[src/rtl/rcsu_pkg.sv]
// Shared types and constants for the readout channel sample unpacker.
// No dependencies; used by rcsu_core and readout_channel_sample_unpacker.
package rcsu_pkg;

	localparam int unsigned WordW   = 16;
	localparam int unsigned SizeW   = 24;
	localparam int unsigned PosW    = 26;
	localparam int unsigned InDataW = 40;   // data_word + payload_size
	localparam int unsigned OutDataW = 48;  // 41 result bits padded to bytes

	localparam logic [PosW-1:0] PosMax      = {PosW{1'b1}};
	localparam logic [PosW-1:0] VersionPos  = PosW'(6);
	localparam logic [PosW-1:0] RegionStart = PosW'(8);
	localparam logic [3:0]      VersionGood = 4'h1;

	localparam logic [2:0] FlavorOne   = 3'd0;
	localparam logic [2:0] FlavorOneB  = 3'd1;
	localparam logic [2:0] FlavorPair  = 3'd2;
	localparam logic [2:0] FlavorSkip  = 3'd7;

	localparam logic KindSample = 1'b0;
	localparam logic KindStray  = 1'b1;

	typedef struct packed {
		logic [WordW-1:0] data_word;
		logic             first_word;
		logic [SizeW-1:0] payload_size;
	} item_t;

	typedef struct packed {
		logic       kind;
		logic [7:0] channel_id;
		logic [1:0] data_flavor;
		logic [1:0] cap_id;
		logic       start_of_interest;
		logic       sample_ok;
		logic [7:0] adc_value;
		logic [5:0] tdc_leading;
		logic [4:0] tdc_trailing;
		logic [7:0] sample_index;
	} result_t;

endpackage

[src/rtl/rcsu_core.sv]
// Per-word decode and payload/channel state of the sample unpacker.
// Depends on rcsu_pkg for the item and result types.
module rcsu_core (
	input  logic            clk,
	input  logic            arst_n,
	input  logic            fire,
	input  rcsu_pkg::item_t item,
	output logic            res_valid,
	output rcsu_pkg::result_t res
);

	logic [rcsu_pkg::PosW-1:0] pos_q, region_end_q;
	logic                      version_good_q, in_channel_q, held_valid_q;
	logic [2:0]                flavor_q;
	logic [7:0]                channel_q;
	logic [1:0]                capid_q;
	logic [15:0]               held_word_q;
	logic [7:0]                count_q;

	logic [rcsu_pkg::PosW-1:0] pos, region_end, pos_d;
	logic                      version_good, in_channel, held_valid;
	logic [2:0]                flavor;
	logic [7:0]                channel;
	logic [1:0]                capid;
	logic [15:0]               held_word;
	logic [7:0]                count;
	logic [15:0]               w;
	logic                      in_region;

	always_comb begin
		w          = item.data_word;
		pos        = item.first_word ? '0 : pos_q;
		if (item.first_word) begin
			region_end = (item.payload_size == '0) ? '0 :
				{rcsu_pkg::PosW'(item.payload_size - 24'd1)} << 2;
		end else begin
			region_end = region_end_q;
		end
		version_good = item.first_word ? 1'b0 : version_good_q;
		in_channel   = item.first_word ? 1'b0 : in_channel_q;
		held_valid   = item.first_word ? 1'b0 : held_valid_q;
		count        = item.first_word ? 8'd0 : count_q;
		flavor       = flavor_q;
		channel      = channel_q;
		capid        = capid_q;
		held_word    = held_word_q;
		res_valid    = 1'b0;
		res          = '0;

		if (pos == rcsu_pkg::VersionPos)
			version_good = (w[15:12] == rcsu_pkg::VersionGood);

		in_region = (pos >= rcsu_pkg::RegionStart) && (pos < region_end);

		if (in_region && version_good) begin
			if (w[15]) begin
				// channel header: open a new channel
				in_channel = 1'b1;
				flavor     = w[14:12];
				channel    = w[7:0];
				capid      = w[9:8];
				held_valid = 1'b0;
				count      = 8'd0;
			end else if (!in_channel) begin
				// stray word: report once, then drop until next header
				res_valid  = 1'b1;
				res.kind   = rcsu_pkg::KindStray;
				in_channel = 1'b1;
				flavor     = rcsu_pkg::FlavorSkip;
				held_valid = 1'b0;
			end else if (flavor == rcsu_pkg::FlavorOne || flavor == rcsu_pkg::FlavorOneB) begin
				res_valid             = 1'b1;
				res.kind              = rcsu_pkg::KindSample;
				res.channel_id        = channel;
				res.data_flavor       = flavor[1:0];
				res.cap_id            = capid;
				res.start_of_interest = w[14];
				res.adc_value         = w[7:0];
				res.tdc_leading       = w[13:8];
				res.sample_index      = count;
				if (count != 8'hFF)
					count = count + 8'd1;
			end else if (flavor == rcsu_pkg::FlavorPair) begin
				if (!held_valid) begin
					held_word  = w;
					held_valid = 1'b1;
				end else begin
					res_valid             = 1'b1;
					res.kind              = rcsu_pkg::KindSample;
					res.channel_id        = channel;
					res.data_flavor       = rcsu_pkg::FlavorPair[1:0];
					res.cap_id            = w[13:12];
					res.start_of_interest = held_word_q[13];
					res.sample_ok         = held_word_q[12];
					res.adc_value         = held_word_q[7:0];
					res.tdc_leading       = w[5:0];
					res.tdc_trailing      = w[10:6];
					res.sample_index      = count;
					if (count != 8'hFF)
						count = count + 8'd1;
					held_valid = 1'b0;
				end
			end
		end else if (pos >= region_end) begin
			held_valid = 1'b0;
		end

		pos_d = (pos != rcsu_pkg::PosMax) ? pos + 1'b1 : pos;
	end

	always_ff @(posedge clk or negedge arst_n) begin
		if (!arst_n) begin
			pos_q          <= '0;
			region_end_q   <= '0;
			version_good_q <= 1'b0;
			in_channel_q   <= 1'b0;
			held_valid_q   <= 1'b0;
			flavor_q       <= '0;
			channel_q      <= '0;
			capid_q        <= '0;
			held_word_q    <= '0;
			count_q        <= '0;
		end else if (fire) begin
			pos_q          <= pos_d;
			region_end_q   <= region_end;
			version_good_q <= version_good;
			in_channel_q   <= in_channel;
			held_valid_q   <= held_valid;
			flavor_q       <= flavor;
			channel_q      <= channel;
			capid_q        <= capid;
			held_word_q    <= held_word;
			count_q        <= count;
		end
	end

endmodule

[src/rtl/readout_channel_sample_unpacker.sv]
// Top level of the readout channel sample unpacker.
// Depends on rcsu_pkg and rcsu_core.
//
// Usage:
//   Slave channel (s_*) takes one 16-bit payload word per beat. s_tuser[0]
//   marks word 0 of a board payload; on that beat s_tdata[39:16] carries the
//   payload size in 64-bit words. Words 0..7 are the board header, word 6
//   holds the version; channel data runs from word 8 up to the trailer.
//   Master channel (m_*) delivers at most one result beat per input word:
//   a decoded sample (m_tuser = 0) or a stray-word error (m_tuser = 1).
//   Headers, the first word of a flavor-2 pair and skipped words give no beat.
// Timing:
//   One word per cycle sustained while m_tready is high. A word is registered at the input,
//   decoded by the core from that register, and its result lands in the output
//   register that drives m_tvalid.
// Reset:
//   arst_n clears all position and channel state; before the first marked
//   word no results are produced.
// Stall:
//   While m_tready is low and a result is waiting, the input register fills
//   and then s_tready drops; no beat is lost or repeated.
module readout_channel_sample_unpacker (
	input  logic                             clk,
	input  logic                             arst_n,
	input  logic                             s_tvalid,
	output logic                             s_tready,
	// [15:0] data_word, [39:16] payload_size
	input  logic [rcsu_pkg::InDataW-1:0]     s_tdata,
	// [0] first_word
	input  logic [0:0]                       s_tuser,
	output logic                             m_tvalid,
	input  logic                             m_tready,
	// [7:0] channel_id, [9:8] data_flavor, [11:10] cap_id,
	// [12] start_of_interest, [13] sample_ok, [21:14] adc_value,
	// [27:22] tdc_leading, [32:28] tdc_trailing, [40:33] sample_index,
	// [47:41] zero
	output logic [rcsu_pkg::OutDataW-1:0]    m_tdata,
	// [0] kind
	output logic [0:0]                       m_tuser
);

	logic              valid_s1;
	rcsu_pkg::item_t   item_s1;
	logic              advance, fire;
	logic              res_valid;
	rcsu_pkg::result_t res;
	rcsu_pkg::result_t res_q;

	// advance the core whenever the output register is free or draining
	assign advance  = !m_tvalid || m_tready;
	assign fire     = valid_s1 && advance;
	assign s_tready = !valid_s1 || advance;

	// input register
	always_ff @(posedge clk or negedge arst_n) begin
		if (!arst_n) begin
			valid_s1 <= 1'b0;
		end else if (s_tready) begin
			valid_s1 <= s_tvalid;
		end
	end

	always_ff @(posedge clk) begin
		if (s_tready && s_tvalid) begin
			item_s1.data_word    <= s_tdata[15:0];
			item_s1.payload_size <= s_tdata[39:16];
			item_s1.first_word   <= s_tuser[0];
		end
	end

	rcsu_core u_core (
		.clk       (clk),
		.arst_n    (arst_n),
		.fire      (fire),
		.item      (item_s1),
		.res_valid (res_valid),
		.res       (res)
	);

	// result register: load on a producing word, drop valid once taken
	always_ff @(posedge clk or negedge arst_n) begin
		if (!arst_n) begin
			m_tvalid <= 1'b0;
		end else if (advance) begin
			m_tvalid <= fire && res_valid;
		end
	end

	always_ff @(posedge clk) begin
		if (fire && res_valid)
			res_q <= res;
	end

	assign m_tuser[0] = res_q.kind;
	assign m_tdata = {
		7'd0,
		res_q.sample_index,
		res_q.tdc_trailing,
		res_q.tdc_leading,
		res_q.adc_value,
		res_q.sample_ok,
		res_q.start_of_interest,
		res_q.cap_id,
		res_q.data_flavor,
		res_q.channel_id
	};

endmodule

[config.mk]
export PLATFORM = sky130hd
export DESIGN_NAME = readout_channel_sample_unpacker
export DESIGN_NICKNAME = d
export VERILOG_FILES = /design/src/rtl/rcsu_pkg.sv /design/src/rtl/rcsu_core.sv /design/src/rtl/readout_channel_sample_unpacker.sv
export SDC_FILE = /design/constraint.sdc
export NUM_CORES = 1
export LEC_CHECK = 0
export BUFFER_PORTS_ARGS = -buffer_cell sky130_fd_sc_hd__buf_2
export CORE_MARGIN = 3
export CORE_UTILIZATION = 43
export CTS_CLUSTER_SIZE = 24
export DETAILED_ROUTE_END_ITERATION = 16
export REMOVE_ABC_BUFFERS = 1
export SLEW_MARGIN = 40
export SYNTH_ARGS = -nofsm -noshare
export SYNTH_HDL_FRONTEND = slang
export SYNTH_SLANG_ARGS = --single-unit
[constraint.sdc]
create_clock -name clk -period 18.85 [get_ports clk]
set_input_delay 0.9425 -clock clk [delete_from_list [all_inputs] [get_ports clk]]
set_output_delay 0.9425 -clock clk [all_outputs]
set_load 0.03 [all_outputs]
**Yosys cells after proc, flatten, opt, wreduce, memory -nomap -nowiden**

Cells that the tools add are included.

- Input port bits: 45
- Register bits after elaboration: 175
- Output and inout bits: 51

- Reductions and logical operators: 18
- Equality and inequality tests: 7
- $add $sub $neg: 3
- Bitwise gates (word level): 6
- $lt $le $gt $ge: 3
- Muxes and demuxes: 38

Operators by type and width:

| kind | count |
|---|---|
| 2-to-1 mux 26 bit | 4 |
| 2-to-1 mux 8 bit | 9 |
| 2-to-1 mux 42 bit | 1 |
| 2-to-1 mux 41 bit | 1 |
| 2-to-1 mux 14 bit | 2 |
| adder 26 x 1 -> 26 bit (second input constant) | 1 |
| == test 26 x 3 -> 1 bit (second input constant) | 1 |
| >= comparator 26 bit | 1 |
| >= comparator 26 x 4 -> 1 bit (second input constant) | 1 |
| less-than comparator 26 bit | 1 |
| != test 26 bit (second input constant) | 1 |
| logical NOT 24 bit | 1 |
| subtractor 24 x 1 -> 24 bit (second input constant) | 1 |
| 2-to-1 mux 1 bit | 19 |
| adder 8 x 1 -> 8 bit (second input constant) | 1 |
| != test 8 bit (second input constant) | 1 |
| AND reduction 7 bit | 1 |
| 2-to-1 mux 3 bit | 2 |
| inverter 1 bit | 6 |
| AND reduction 3 bit | 2 |
| OR reduction 6 bit | 1 |
| logical AND 1 bit | 5 |
| == test 4 x 1 -> 1 bit (second input constant) | 1 |
| == test 3 x 1 -> 1 bit (second input constant) | 1 |
| other kinds (7) | 10 |

**Longest topological paths before layout**

Gate-level depths: netlist (run 1).

- Word-level depth: 9
- Gate-level depth with buffers: 18

**Modules after synthesis**

Synthesis (run 1) repeated with hierarchy kept, for this count alone.

- Cells, all modules: 797
- Area total of the unflattened synthesis: 8592.0 sq um

By module, submodules not included:

| module | cells each | area an instance (sq um) | times used |
|---|---|---|---|
| rcsu_core | 696 | 5931.9 | 1 |
| readout_channel_sample_unpacker | 101 | 2660.1 | 1 |

**Worst setup path after synthesis (run 1)**

No wires, ideal clock.

- Kind: register -> register
- Start point: register item_s1[6] (netlist bit)
- End point: register res_q, in the netlist m_tdata[0] (enable)
- Slack: 11.026 ns
- Clock period less this slack: 7.824 ns
- Data required time: 18.357 ns
- Arrival time: 7.331 ns
- Library setup time: 0.493 ns
- Cell stages (with the launch flop): 18
- Path buffers: 4
- Cell sequence: edfxtp_1 -> or4_1 -> nand2b_1 -> nor4_1 -> and3_1 -> buf_2 -> buf_1 -> nor2_1 -> mux2i_1 -> ha_1 -> a21o_1 -> nand3_1 -> a2111oi_1 -> or4_4 -> or4_4 -> buf_2 -> clkbuf_1 -> nor3_1

- Longest elaborated chain between the ends: 8

Ends and longest elaborated chain:

| item | RTL line | text |
|---|---|---|
| start, declared | readout_channel_sample_unpacker.sv:43 | `rcsu_pkg::item_t item_s1;` |
| subtractor 24 x 1 -> 24 bit or logical NOT 24 bit (tied branches) | rcsu_core.sv:35, rcsu_core.sv:34 |  |
| 2-to-1 mux 26 bit * | rcsu_core.sv:34 | `region_end = (item.payload_size == '0) ? '0 :` |
| 2-to-1 mux 26 bit * | rcsu_core.sv:33 | `if (item.first_word) begin` |
| less-than comparator 26 bit * | rcsu_core.sv:53 | `in_region = (pos >= rcsu_pkg::RegionStart) && (pos < region_end);` |
| logical AND 1 bit * | rcsu_core.sv:53 |  |
| logical AND 1 bit * | rcsu_core.sv:55 | `if (in_region && version_good) begin` |
| 2-to-1 mux 1 bit * | rcsu_core.sv:55 |  |
| logical AND 1 bit * | readout_channel_sample_unpacker.sv:90 | `if (fire && res_valid)` |
| end signal, assigned | readout_channel_sample_unpacker.sv:91 | `res_q <= res;` |
| end, declared | readout_channel_sample_unpacker.sv:47 | `rcsu_pkg::result_t res_q;` |

Mark *: on every way between the ends. The rest lies on a longest branch, timed or not.
A chain may end at the register's enable or synchronous reset.

**Worst setup path in the final report (run 1)**

- Start point: register item_s1[6] (netlist bit)
- End point: register u_core.channel_q[5]

- Longest elaborated chain between the ends: 7

Ends and longest elaborated chain:

| item | RTL line | text |
|---|---|---|
| subtractor 24 x 1 -> 24 bit or logical NOT 24 bit (tied branches) | rcsu_core.sv:35, rcsu_core.sv:34 |  |
| 2-to-1 mux 26 bit * | rcsu_core.sv:34 |  |
| 2-to-1 mux 26 bit * | rcsu_core.sv:33 |  |
| less-than comparator 26 bit * | rcsu_core.sv:53 |  |
| logical AND 1 bit * | rcsu_core.sv:53 |  |
| logical AND 1 bit * | rcsu_core.sv:55 |  |
| AND reduction 3 bit (no line) * | - |  |
| end signal, assigned | rcsu_core.sv:130 | `channel_q <= channel;` |
| end, declared | rcsu_core.sv:15 | `logic [7:0] channel_q;` |

Marked as above.

==> results of run 1 <==
==> layout make-up <==
class / instances / area [sq um] / area share
well taps: 260 / 325 / 0.0330
multi-input cells: 571 / 3660 / 0.372
inverters: 14 / 52.6 / 0.00534
clock buffers: 17 / 425 / 0.0432
flip-flops and latches: 171 / 4690 / 0.477
clock inverters: 15 / 190 / 0.0193
repair buffers: 95 / 499 / 0.0507
==> report_power, final <==
part	switching, uW	total [uW]	internal, uW
sequential	14.5	424	409
clock	172	352	181
combinational	43.2	69.8	26.6
total	229	846	617
==> synthesized netlist by cell type (7+ instances only) <==
cell and instances:
o31ai_1 17, nor2_1 33, nand4_1 11, xnor2_1 21, nor2b_1 28, o211ai_1 7, and3_1 11, nand3_1 24
nor3_1 32, nand2_1 117, edfxtp_1 83, inv_1 13, clkbuf_1 28, buf_4 7, mux2_4 7, mux2_2 14
a21oi_1 53, nor4_1 15, and2_1 30, o21ai_0 14, ha_1 33, xor2_1 19, dfrtp_1 88
==> state kept, by name, summed over array words and instances (netlist names) <==
register               count
item_s1                   41
m_tdata                   41
m_tuser                    1
m_tvalid                   1
u_core.capid_q             2
u_core.channel_q           8
u_core.count_q             8
u_core.flavor_q            3
u_core.held_valid_q        1
u_core.held_word_q        10
u_core.in_channel_q        1
u_core.pos_q              26
u_core.region_end_q       26
u_core.version_good_q      1
valid_s1                   1
==> layer usage <==
layer  wire length [um]  global-route usage  vias to the layer above
met1               8660               0.232                     2922
met5                  0                   0                        -
met4                280              0.0503                        0
li1                   -                   -                     3031
met3                657              0.0312                       20
met2               9220               0.305                      127
==> per-stage QoR <==
| step | total power, uW | hold WS (ps) | utilization |
|---|---|---|---|
| 2_1_floorplan | 474 | 445 | - |
| 3_3_place_gp | 501 | 461 | 0.482 |
| 3_5_place_dp | 502 | 466 | 0.482 |
| 4_1_cts | 855 | 446 | 0.514 |
| 5_1_grt | 880 | 475 | 0.514 |
| 6_report | 846 | 449 | 0.514 |
==> cells by family (layout without fill, tap and decap cells) <==
group           count (synthesis)  count (layout)  share of synthesized area
compound gates                129             129                     0.0961
xor+xnor                       40              40                     0.0409
fa+ha+maj                      33              33                     0.0482
buf+inv                        58             141                     0.0299
flops                         171             171                      0.548
mux                            25              25                     0.0353
other cells                     1               7                   0.000438
simple gates                  337             337                      0.201
==> how the worst max path moves through the flow <==
stage | start | to | cells past startpoint
global route | item_s1[6] | u_core.channel_q[6] | 14
detailed placement | item_s1[6] | u_core.channel_q[3] | 14
finish | item_s1[6] | u_core.channel_q[5] | 14
global placement | item_s1[6] | u_core.channel_q[1] | 14
CTS | item_s1[6] | u_core.channel_q[5] | 14
floorplan | item_s1[6] | m_tdata[0] | 12
==> results list, run 1 <==
* Status: finished, final reports clean
* Pwr/cell area: 85.9 nW/um^2
- The worst hold path belongs to the class in -> async.
- Largest net degree at the start of global routing: between 50 and 60
* Maximum net fanout on the critical path: 38
- The total overflow left after global routing is 0.
- Sort of element at the start of the critical path: register
* Capturing element type of the critical path: register
* Final Hold Viols: 0
- The finished layout holds 1143 standard cells, fillers aside.
* Post-place setup slack: 13110 ps
- Dividing the detail-routed via count by the number of cells gives 5.34.
- Once placement completed, the tool counted placed cells totaling around 1100.
* Core region area: 19100 sq um
* Worst Setup Slack, final: between 10000 and 15000 ps
- Cell accounting for the most synthesized area: edfxtp_1
* Die height: around 150 um
- Final Cell Area: 9850 sq um
- Ranked by total cell area, the synthesized netlist is headed by edfxtp_1 (29%), dfrtp_1 (26%), nand2_1 (5.1%).
* Mean cell area of the mapped netlist: 10.8 sq um
- The slowest stage of the critical path is the or4_4 cell.
- Initial antenna violation count: 0
* Reg clk slew, reported paths: about 70 ps
- Data on the critical path is required at its endpoint by about 19000 ps.
- Derived from the worst setup path, the maximum achievable clock frequency is ~0.17 GHz.
- Area growth syn-to-layout: 14.9%
* Slew margin rel.: 0.440
- DRC errors left: 0
- Final HPWL DP: 12.8 mm
* Reg-to-Reg End: u_core.channel_q[5]
* Sink Count: roughly 170
* Starting DRC count in detailed routing: around 420
* Initial standard-cell utilization of the core: 0.448
* Commonest non-fill, non-tap cell in the layout: nand2_1
- Number of warnings printed during yosys synthesis: 0
* Cells resized by post-CTS repair: 0
- The largest single stage delay on the critical path is slightly below 700 ps.
* LEAKAGE: 0.00405 uW
* Placer's final routability congestion estimate: approximately 0.83
- Number of H-tree branching levels: 4
* Area enclosed by the die boundary: ~22000 sq um
- 1st-pass router iterations: 5
* Final setup violation count: 0
- Across every metal layer, demand over resource in global routing totals 0.177.
* Total buffers and inverters traversed by the critical path: 1
- In the final layout, the share of cells above drive strength 1 is 0.180.
- The initialized floorplan defines 50 standard-cell rows.
- Setup repair after global routing left no endpoint under its margin.
- The number of clock buffers added by TritonCTS is 17.
- Kind of cell with the highest combined delay on the critical path: simple AND/OR/NAND/NOR gates
- Slew @ Worst Pin: 833 ps
* DR WL/cell: about 16 um
* Vias in the first global route: approximately 6000
- Number of enable-type register cells in the synthesized netlist: 83
- Wires add up to ~19 mm.
- The number of pins exceeding their max-slew limit in the final report was 0.
- For the finished layout, the period the worst path requires is ~5800 ps.
- After filler insertion, the fill cell instance count of the layout stands at roughly 1800.
- Most repeated library cell on the critical path: or4_4
- Once placement finished, the instance area stood at 9220 sq um.
* Number of distinct library cell variants in the gate-level netlist after synthesis: between 50 and 60
- The count of buffers added on input and output ports is a little under 90.
* Setup clock skew after layout: 16.5 ps
- Buffer type at the clock tree root: clkbuf_16
- Gate count of the mapped netlist: approximately 790
- Peak VDD IR: 0.0626 mV
* Antenna Diode Count: 0
- TNS Setup: 0 ps
* Fraction of synthesized cell area taken by the top area cell type: 0.291
- The clock passes through at most 2 buffers.
* Part of the cycle the worst path needs: 0.306
* Proportion of register bits with asynchronous set or reset after synthesis: 0.515
* Global-route wire length before repair: 31.1 mm
- Horizontal die dimension: ~150 um
* Remaining antenna violation count: 0
- Worst-skew pair later-pin latency: about 440 ps
* Launch instance of the worst register-to-register path: item_s1[6]
- The worst setup path is of the reg -> reg kind.
* Data arrival time of the worst path: 6080 ps
- At the end of the flow, the number of nets in the layout was between 900 and 1000.
* Flip-flop cell with the highest count after synthesis: dfrtp_1
- After synthesis the netlist holds a flip-flop and latch count of ~170.
- I/O pin cnt: 96
* Reg2Reg Setup Slack: 13090 ps
- The final route contains 6100 vias.
- Number of max-cap violations: 0
- Leaving out fill and tap cells, the most frequent cells in the layout are nand2_1 (116), dfrtp_1 (88), buf_2 (87).
- In this run, post-CTS hold repair placed 0 buffers.
* TritonCTS clock tree: done
- After synthesis the cells add up to around 8600 sq um.
- Of the synthesized area, sequential elements account for 0.548.
* Cell count of the worst reg-to-reg path: 14
* Post-CTS Setup Bufs: 0
- The critical path goes through or4_1 -> nand2b_1 -> nor4_1 -> and3_1 -> buf_4 -> nor2_1 -> a22oi_1 -> ha_1 -> nand4_1 -> a2111oi_1 -> or4_4 -> or4_4 -> or3_1 -> mux2_4.
(Power assumes the default switching activity.)
==> inputs of run 2 (changes only) <==
==> constraint.sdc (replaced) <==
create_clock -name clk -period 5.4 [get_ports clk]
set_input_delay 0.27 -clock clk [delete_from_list [all_inputs] [get_ports clk]]
set_output_delay 0.27 -clock clk [all_outputs]
set_load 0.03 [all_outputs]
==> results list, run 2 (synthesis results as in run 1) <==
* Worst-skew pair later-pin latency: 440 ps (about the same)
- The worst slew margin relative to its limit is 0.467 (was 0.440).
* WS Path Type: reg -> reg (unchanged)
- The count of vias placed by the detailed router was 6181 (was 6100).
- The number of pins exceeding their max-slew limit in the final report was 0 (unchanged).
- Starting DRC count in detailed routing: 401 (was 421)
* Met2 demand-to-capacity share in global routing: 0.314 (was 0.305)
- Final setup violation count: 0 (unchanged)
- Buffer type at the clock tree root: clkbuf_16 (unchanged)
- Post-CTS Setup Bufs: 0 (unchanged)
* Cell at the slowest stage of the critical path: or4_4 (unchanged)
- DRC errors left: 0 (unchanged)
* Grt total ovfl: 0 (unchanged)
- Global-route wire length before repair: 31.6 mm (was 31.1 mm)
- Number of buffers inserted during clock tree synthesis: 17 (unchanged)
- The minimum clock period came to 5080 ps (was 5760 ps).
* Post-place setup slack: 78.9 ps (was 13110 ps)
* Initial antenna violation count: 0 (unchanged)
- The final clock skew is 15.6 ps (was 16.5 ps).
* Number of H-tree branching levels: 4 (unchanged)
- The final count of hold timing violations came to 0 (unchanged).
- Vias in the first global route: 6233 (was 6040)
- Reg2Reg Setup Slack: 320 ps (was 13090 ps)
- Horizontal die dimension: 147 um (unchanged)
* Worst Setup Slack, final: 318 ps (was 13090 ps)
- The most common cell after layout, fill and taps aside is nand2_1 (unchanged).
- The met1 track demand over resource came to 0.236 (was 0.232).
- Core region area: 19100 sq um (unchanged)
- The average wire length per cell after detail routing came to 16.3 um (was 16.5 um).
* Sort of element at the start of the critical path: register (unchanged)
* 1st-pass router iterations: 5 (unchanged)
- The effective utilization at floorplan was 0.448 (unchanged).
- The total length of routed wires came to 19.3 mm (was 18.8 mm).
* Fill cell count: 1713 (was 1766)
* TNS Setup: 0 ps (unchanged)
- Busiest layer in global routing: met2 (unchanged)
* Area growth syn-to-layout: 19.8% (was 14.9%)
* Pwr/cell area: 293 nW/um^2 (was 85.9 nW/um^2)
- The highest clock rate came to 0.197 GHz (was 0.174 GHz).
- The total design power was 3010 uW (was 846 uW).
- The leakage power figure was 0.00423 uW (was 0.00405 uW).
- The share of layout cells above drive strength 1 came to 0.179 (was 0.180).
- Std cell rows: 50 (unchanged)
* Largest net degree at the start of global routing: 47 (was 59)
* Launch instance of the worst register-to-register path: item_s1[6] (unchanged)
* Hold Crit Start: s_tdata[33]
* Status: finished, final reports clean (unchanged)
- Final HPWL DP: 12.9 mm (was 12.8 mm)
- Reg-to-Reg End: u_core.held_word_q[2] (was u_core.channel_q[5])
- The clock edge transition at the registers on the reported setup and hold paths was 80 ps (was 70 ps).
- Commonest cells after routing, fill and taps aside: nand2_1 (116), dfrtp_1 (88), buf_2 (87) (unchanged)
- The count of nets after finishing was 986 (was 948).
* Buffers from clock root to sink, at most: 2 (unchanged)
* Delay contributed by the slowest stage of the critical path: 610 ps (was 690 ps)
- Required time worst endpoint: 5730 ps (was 19170 ps)
- Sink Count: 171 (unchanged)
* Die height: 147 um (unchanged)
- WHS Path Cells: 1
* Antenna Diode Count: 0 (unchanged)
- The overall fraction of global-route tracks in use is 0.182 (was 0.177).
- The class of the worst hold path is in -> reg (was in -> async).
- Number of max-cap violations: 0 (unchanged)
* Cell count of the worst reg-to-reg path: 15 (was 14)
- The largest vdd supply drop came to 0.208 mV (was 0.0626 mV).
- Data arrival time of the worst path: 5410 ps (was 6080 ps)
- The number of ports placed on the die boundary was 96 (unchanged).
- The final weighted congestion in routability-driven placement was 0.808 (was 0.833).
- TritonCTS clock tree: done (unchanged)
- Part of the cycle the worst path needs: 0.941 (was 0.306)
* Remaining antenna violation count: 0 (unchanged)
* Slew @ Worst Pin: 792 ps (was 833 ps)
- Cells along the critical path: or4_1 -> nand2b_1 -> nor4_4 -> and3_1 -> buf_4 -> nor2_1 -> a22oi_1 -> ha_1 -> nand4_1 -> a2111oi_1 -> or4_4 -> or4_4 -> nor4bb_2 -> buf_4 -> mux2_2 (was or4_1 -> nand2b_1 -> nor4_1 -> and3_1 -> buf_4 -> nor2_1 -> a22oi_1 -> ha_1 -> nand4_1 -> a2111oi_1 -> or4_4 -> or4_4 -> or3_1 -> mux2_4)
- M3 GR Usage: 0.0373 (was 0.0312)
* Worst Hold Endpoint: item_s1[17]
* Capturing element type of the critical path: register (unchanged)
- The number of input and output port buffers inserted was 88 (unchanged).
- Area enclosed by the die boundary: 21700 sq um (unchanged)
- Maximum net fanout on the critical path: 13 (was 38)
* Drt via density: 5.23 (was 5.34)
run 2: changes by cell type in the layout (fill, tap and decap cells not counted), moves of 2 or more:
cell,before,now
buf_12,0,2
buf_4,7,12
dlygate4sd3_1,0,32
inv_12,1,4
run 2: stage by stage:
step	area, sq um	hold WS, ps	util	cells
floorplan	8390	-25.6	-	756
global placement	9290	323	0.485	1117
detailed placement	9300	329	0.486	1117
CTS	10200	0.474	0.533	1176
global route	10300	2.25	0.536	1181
finish	10300	15.8	0.536	1181
run 2: final cells by class:
type	count	area, sq um	share of cell area
Sequential cell	171	4690	0.457
Multi-Input combinational cell	571	3670	0.358
Timing Repair Buffer	133	886	0.0863
Clock buffer	17	425	0.0415
Tap cell	260	325	0.0317
Clock inverter	15	204	0.0199
Inverter	14	52.6	0.00512
run 2: worst max path at each step:
| stage | from | endpoint | slack (ps) | cells past startpoint |
|---|---|---|---|---|
| floorplan | item_s1[6] | m_tdata[0] | -2430 | 12 |
| global placement | item_s1[6] | u_core.held_word_q[2] | 210 | 15 |
| detailed placement | item_s1[6] | u_core.held_word_q[3] | 80 | 15 |
| CTS | item_s1[6] | u_core.held_word_q[2] | 70 | 15 |
| global route | item_s1[6] | u_core.held_word_q[6] | -1 | 15 |
| finish | item_s1[6] | u_core.held_word_q[2] | 320 | 15 |
run 2: what timing repair did:
item | 4_1_cts | 5_1_grt
hold endpoints to repair | 70 | 5
endpoints found under the setup margin | 0 | 83
hold buffers | 27 | 5
resized for setup | 0 | 2
run 2: layer usage:
layer  wire, um  vias to the layer above
met5          0                        -
met4        233                        0
met3        665                       21
met2       9590                      119
met1       8770                     2947
li1           -                     3094
run 2: critical path, delay by kind of cell, from the launching register on:
family | cells | cell delay, ps
AO/OA/AOI/OAI | 2 | 290
adder cells (fa/ha/maj) | 1 | 270
buffers and inverters | 2 | 450
flip-flops | 1 | 450
multiplexers | 1 | 360
AND/OR/NAND/NOR | 9 | 3160
run 2: where the power goes:
part	internal, uW	total (uW)	switching, uW
clock	643	1260	620
sequential	1430	1480	51.9
combinational	109	263	154
